===== src/sv/scpa_pkg.sv =====
// ----------------------------------------------------------------------------
// scpa_pkg: shared types and constants of the size class pool allocator
// Class geometry, status codes, sequencer states and the statistics command.
// ----------------------------------------------------------------------------
package scpa_pkg;

    localparam int NUM_CLASSES          = 12;
    localparam int BLOCKS_PER_CLASS     = 1024;
    localparam int SMALLEST_CLASS_BYTES = 32;

    localparam int CLS_W   = 4;
    localparam int IDX_W   = $clog2(BLOCKS_PER_CLASS);
    localparam int ADDR_W  = CLS_W + IDX_W;
    localparam int SLOTS   = NUM_CLASSES * BLOCKS_PER_CLASS;
    localparam int MAX_CAP = SMALLEST_CLASS_BYTES << (NUM_CLASSES - 1);
    localparam int BYTES_W = $clog2(MAX_CAP + 1);
    localparam int DEPTH_W = $clog2(BLOCKS_PER_CLASS + 1);
    localparam int CNT_W   = 64;

    typedef enum logic [1:0] {
        STATUS_OK     = 2'd0,
        STATUS_MISS   = 2'd1,
        STATUS_ZERO   = 2'd2,
        STATUS_REJECT = 2'd3
    } status_t;

    typedef enum logic [3:0] {
        SEQ_CLEAR,
        SEQ_IDLE,
        SEQ_SEARCH,
        SEQ_POP,
        SEQ_MARK,
        SEQ_FCHK,
        SEQ_GIVEN,
        SEQ_COUNT,
        SEQ_HITS,
        SEQ_PEAK,
        SEQ_MISS,
        SEQ_DONE
    } seq_state_t;

    typedef enum logic [3:0] {
        STAT_NONE,
        STAT_ADD_USAGE,
        STAT_SUB_USAGE,
        STAT_ADD_GIVEN,
        STAT_ADD_RETURNED,
        STAT_INC_GRANTS,
        STAT_INC_FREES,
        STAT_INC_HITS,
        STAT_INC_MISS,
        STAT_PEAK
    } stat_op_t;

    typedef struct packed {
        stat_op_t             op;
        logic [BYTES_W-1:0]   operand;
    } stat_cmd_t;

    typedef struct packed {
        logic [CNT_W-1:0] usage;
        logic [CNT_W-1:0] peak;
        logic [CNT_W-1:0] given;
        logic [CNT_W-1:0] returned;
        logic [CNT_W-1:0] grants;
        logic [CNT_W-1:0] frees;
        logic [CNT_W-1:0] hits;
        logic [CNT_W-1:0] misses;
    } stat_vals_t;

    function automatic logic [31:0] class_capacity(input logic [CLS_W-1:0] cls);
        logic [31:0] cap;
        cap = 32'(SMALLEST_CLASS_BYTES) << cls;
        return cap;
    endfunction

endpackage


===== src/sv/scpa_stats.sv =====
// ----------------------------------------------------------------------------
// scpa_stats: statistics counters with one shared 64-bit adder
// Each cycle at most one counter is updated, chosen by the sequencer command.
// ----------------------------------------------------------------------------
module scpa_stats (
    input  logic                   aclk,
    input  logic                   aresetn,
    input  scpa_pkg::stat_cmd_t    cmd,
    output scpa_pkg::stat_vals_t   vals
);
    import scpa_pkg::*;

    stat_vals_t       vals_reg;
    stat_vals_t       vals_next;
    logic [CNT_W-1:0] add_a;
    logic [CNT_W-1:0] add_b;
    logic             add_sub;
    logic [CNT_W-1:0] add_sum;

    always_comb begin
        add_a   = '0;
        add_b   = {{(CNT_W-BYTES_W){1'b0}}, cmd.operand};
        add_sub = 1'b0;
        unique case (cmd.op)
            STAT_ADD_USAGE:    add_a = vals_reg.usage;
            STAT_SUB_USAGE: begin
                add_a   = vals_reg.usage;
                add_sub = 1'b1;
            end
            STAT_ADD_GIVEN:    add_a = vals_reg.given;
            STAT_ADD_RETURNED: add_a = vals_reg.returned;
            STAT_INC_GRANTS: begin
                add_a = vals_reg.grants;
                add_b = CNT_W'(1);
            end
            STAT_INC_FREES: begin
                add_a = vals_reg.frees;
                add_b = CNT_W'(1);
            end
            STAT_INC_HITS: begin
                add_a = vals_reg.hits;
                add_b = CNT_W'(1);
            end
            STAT_INC_MISS: begin
                add_a = vals_reg.misses;
                add_b = CNT_W'(1);
            end
            default: ;
        endcase
        add_sum = add_a + (add_sub ? ~add_b : add_b) + {{(CNT_W-1){1'b0}}, add_sub};

        vals_next = vals_reg;
        unique case (cmd.op)
            STAT_ADD_USAGE, STAT_SUB_USAGE: vals_next.usage = add_sum;
            STAT_ADD_GIVEN:    vals_next.given    = add_sum;
            STAT_ADD_RETURNED: vals_next.returned = add_sum;
            STAT_INC_GRANTS:   vals_next.grants   = add_sum;
            STAT_INC_FREES:    vals_next.frees    = add_sum;
            STAT_INC_HITS:     vals_next.hits     = add_sum;
            STAT_INC_MISS:     vals_next.misses   = add_sum;
            STAT_PEAK: begin
                if (vals_reg.usage > vals_reg.peak) begin
                    vals_next.peak = vals_reg.usage;
                end
            end
            default: ;
        endcase
    end

    always_ff @(posedge aclk) begin
        if (!aresetn) begin
            vals_reg <= '0;
        end else begin
            vals_reg <= vals_next;
        end
    end

    assign vals = vals_reg;

endmodule


===== config.mk =====
export PLATFORM = sky130hd
export DESIGN_NAME = scpa_stats
export DESIGN_NICKNAME = d
export VERILOG_FILES = /design/src/sv/scpa_pkg.sv /design/src/sv/scpa_stats.sv
export SDC_FILE = /design/constraint.sdc
export NUM_CORES = 1
export LEC_CHECK = 0
export BUFFER_PORTS_ARGS = -buffer_cell sky130_fd_sc_hd__buf_2
export CAP_MARGIN = 5
export CELL_PAD_IN_SITES_DETAIL_PLACEMENT = 1
export CELL_PAD_IN_SITES_GLOBAL_PLACEMENT = 1
export CORE_MARGIN = 2
export CORE_UTILIZATION = 38
export CTS_BUF_LIST = sky130_fd_sc_hd__clkbuf_2
export DETAILED_ROUTE_END_ITERATION = 8
export GPL_TIMING_DRIVEN = 1
export PLACE_DENSITY = 0.79
export SKIP_LAST_GASP = 1
export SYNTH_ARGS = -nofsm -noshare
export SYNTH_HDL_FRONTEND = slang
export SYNTH_SLANG_ARGS = --single-unit

===== constraint.sdc =====
create_clock -name aclk -period 6.55 [get_ports aclk]
set_input_delay 0.655 -clock aclk [delete_from_list [all_inputs] [get_ports aclk]]
set_output_delay 0.655 -clock aclk [all_outputs]
set_load 0.01 [all_outputs]

==> out/summary.txt <==
Post-Syn Instances: 3,367
initial antenna violation count: 3
Clock transition at path regs: 0.10 ns
max-cap check violation count: 0
power share of the combinational group: 9.8%
Remaining Overflow, GRT: 0
critical path's largest stage delay: 0.79 ns
Critical Path End Type: flip-flop
cell with the most instances after synthesis: nand2_1
Buf/Inv on CP: 4
fin. max-slew vios: 0
CP Cell Sequence: dlygate4sd3_1 > buf_2 > nor4b_4 > dlygate4sd3_1 > buf_12 > a22oi_1 > nand3_1 > ha_1 > a21oi_1 > a2111o_1 > a41oi_2 > a2111oi_2 > nor2_1 > a21oi_1 > o21bai_1 > xnor2_1 > o21ai_0
R2R cell count: 12
critical path class: primary input to flip-flop
storage element area: 0.0102 mm²
Die Width: 267 µm
predominant post-synthesis flop cell: dfxtp_1
drt drc: 0
largest net degree at the start of global routing: 213
Port Buffers: 534
total global routing track utilization: 33.4%
total setup buffers inserted after CTS: 0
synth unique cells: 70
post_cts resized: 0
first-pass GRT wire length: 181,000 µm
Cell Pwr Density: 202 mW/mm²
Largest register FFs: 512
Hold Path Sink: vals[260]$_SDFFE_PN0N_
worst hold path type: primary input to flip-flop
HP Start: cmd[4]
cts hold-fix bufs: 8
cell taking the most area after synthesis: dfxtp_1
Clk Latency, worst-skew pair: 1.41 ns
FMAX: 0.180 GHz
crit path DAT: 6.74 ns
Syn Area/Cell: 7.81 µm²
CTS Buf Count: 144
top cell type's share of synthesized area: 39.0%
DP HPWL: 87,300 µm
total core area: 0.0686 mm²
top cells by count, synth: nand2_1 (578), dfxtp_1 (512), a21oi_1 (364), nand3_1 (303), clkbuf_1 (264)
Setup TNS Final: 0 ns
Clk network pwr share: 39.6%
GPL Wtd Cong: 0.953
Least-Margin Pin Slew: 1.25 ns
CTS tree: yes
FFs w/ async S/R, synth: 0%
slew margin rel.: 16.5%
sequential share of power: 50.6%
first drt pass iteration count: 8
Top Family by Delay on Critical Path: compound AO/OA/AOI/OAI gates
via count: 29.7k
Pleak: 13.1 nW
clock root buffer: clkbuf_2
Final Hold Slack: 0.196 ns
Critical Path RT: 7.73 ns
area occupied by multi-input gates: 0.0147 mm²
Routed Antenna Nets: 0
FILL cells: 8,673
r2r setup slk: 1.91 ns
EDFF count, synth: 0
Hold Path Depth: 7
Synth Cell Area: 0.0263 mm²
Mapped Nets: 3,517
final WL: 123,000 µm
CP Max Fanout: 67
final hold vios: 0
switching share of power: 31.4%
Pint: 4.34 mW
fin crit share: 85.0%
total number of H-tree levels: 4
CTS max path bufs: 3
Rows: 96
Initial DRC Count: 3,261
share of cells above drive strength 1: 22.0%
top post-synthesis cells by area: dfxtp_1 (39%), nand2_1 (8.3%), a21oi_1 (6.9%)
post-synthesis sequential area ratio: 39.0%
Chip Height: 267 µm
Yosys warning count: 0
end of the worst register-to-register path: vals[158]$_SDFFE_PN0N_
RSZ-0062 raised after global routing: no
Layout Nets: 3,985
fin crit period: 5.57 ns
Num Clock Sinks: 512
vias in the first global route: 28.8k
Max VDD drop: 0.115 mV
Layout area overhead: 18.9%
status: finished clean
IO Pins: 535
wire per inst: 25.2 µm
FF+latch count, synth: 512
vias per cell: 6.09
NetSw: 1.98 mW
die area: 0.0713 mm²
Setup crit start kind: primary input
Setup violations, final: 0
Initial Util: 38.3%
Critical Path Slowest Stage Cell: dlygate4sd3_1
RR Startpoint: vals[452]$_SDFFE_PN0N_
Worst Skew: 0.121 ns
[placed cells by master (no fill, tap or decap), drive strengths merged, types with 5 or more instances in the layout]
cell / instances
dfxtp: 512
and4: 11
a21oi: 364
mux2i: 5
ha: 126
o21bai: 16
nor4: 15
nand3b: 5
a222oi: 63
nand2: 578
o211ai: 12
a32oi: 7
o221ai: 8
o21ai: 185
or3: 9
a21o: 55
and2: 6
nand4: 69
xnor2: 53
nor2: 129
inv: 94
buf: 606
nor2b: 9
a31oi: 24
o311ai: 23
or4: 12
o21a: 12
nor3: 21
nand2b: 14
xor2: 13
dlygate4sd3: 8
o31a: 12
clkinv: 17
and3: 16
a211oi: 50
a22oi: 126
o31ai: 74
clkbuf: 215
nand3: 303
diode: 8
[metrics by stage]
stage	setup slack (ns)	total power [mW]	cells	util [%]	cell area, µm²
finish	0.984	6.32	4870	45.6	31300
global route	0.708	6.58	4869	45.6	31200
CTS	1.10	6.35	4862	45.5	31200
detailed placement	0.608	3.87	4612	43.5	29800
global placement	0.804	3.86	4612	43.5	29800
floorplan	0.220	3.62	3367	-	26300
[power groups by stage]
| stage | Combinational [mW] | Clock, mW | Sequential [mW] |
|---|---|---|---|
| CTS | 0.609 | 2.55 | 3.20 |
| detailed placement | 0.601 | 0 | 3.27 |
| global route | 0.663 | 2.71 | 3.20 |
| finish | 0.617 | 2.50 | 3.20 |
| floorplan | 0.354 | 0 | 3.26 |
| global placement | 0.594 | 0 | 3.27 |
[kinds of logic (layout without fill, tap and decap cells)]
family | Yosys count | in the layout | synth area share [%]
AND/OR/NAND/NOR | 1210 | 1210 | 20.9
AO/OA/AOI/OAI | 1060 | 1060 | 26.0
flip-flops | 512 | 512 | 39.0
buffers and inverters | 384 | 948 | 5.52
adder cells (fa/ha/maj) | 127 | 127 | 6.07
XOR/XNOR | 66 | 66 | 2.20
multiplexers | 8 | 8 | 0.319
other | 0 | 8 | 0
[cell type report]
type                    count  area share, %
clock inverters            27          0.757
repair buffers            614           11.1
flip-flops and latches    512           32.8
inverters                  92           1.13
multi-input cells        2471           47.0
clock buffers             215           3.44
diodes                      8         0.0641
well taps                 931           3.73
[routing by layer]
| metal | global-route usage (%) | part of all wire (%) | vias up | wire length (µm) |
|---|---|---|---|---|
| li1 | - | - | 13287 | - |
| met1 | 44.1 | 42 | 14703 | 51400 |
| met2 | 50.9 | 44 | 1365 | 54300 |
| met3 | 8.99 | 9.3 | 295 | 11400 |
| met4 | 14.5 | 4.4 | 2 | 5350 |
| met5 | 0 | 0.011 | - | 13 |
[how the worst max path moves through the flow]
stage             from                     end  cells after the start  slack (ns)
5_1_grt        cmd[18]  vals[292]$_SDFFE_PN0N_                     18        0.71
3_5_place_dp   cmd[18]  vals[484]$_SDFFE_PN0N_                     17        0.61
2_1_floorplan  cmd[20]  vals[112]$_SDFFE_PN0N_                     17        0.22
3_3_place_gp   cmd[18]  vals[122]$_SDFFE_PN0N_                     18        0.80
4_1_cts        cmd[18]  vals[478]$_SDFFE_PN0N_                     17        1.10
6_report       cmd[18]  vals[158]$_SDFFE_PN0N_                     17        0.98
[tightest hold or removal path, cell delays in order]
cell,delay [ns]
buf_2,0.11
nand2_1,0.06
xnor2_1,0.11
ha_1,0.18
xnor2_1,0.25
nand2_1,0.14
a21oi_1,0.05
Power figures use the tool's default switching activity.
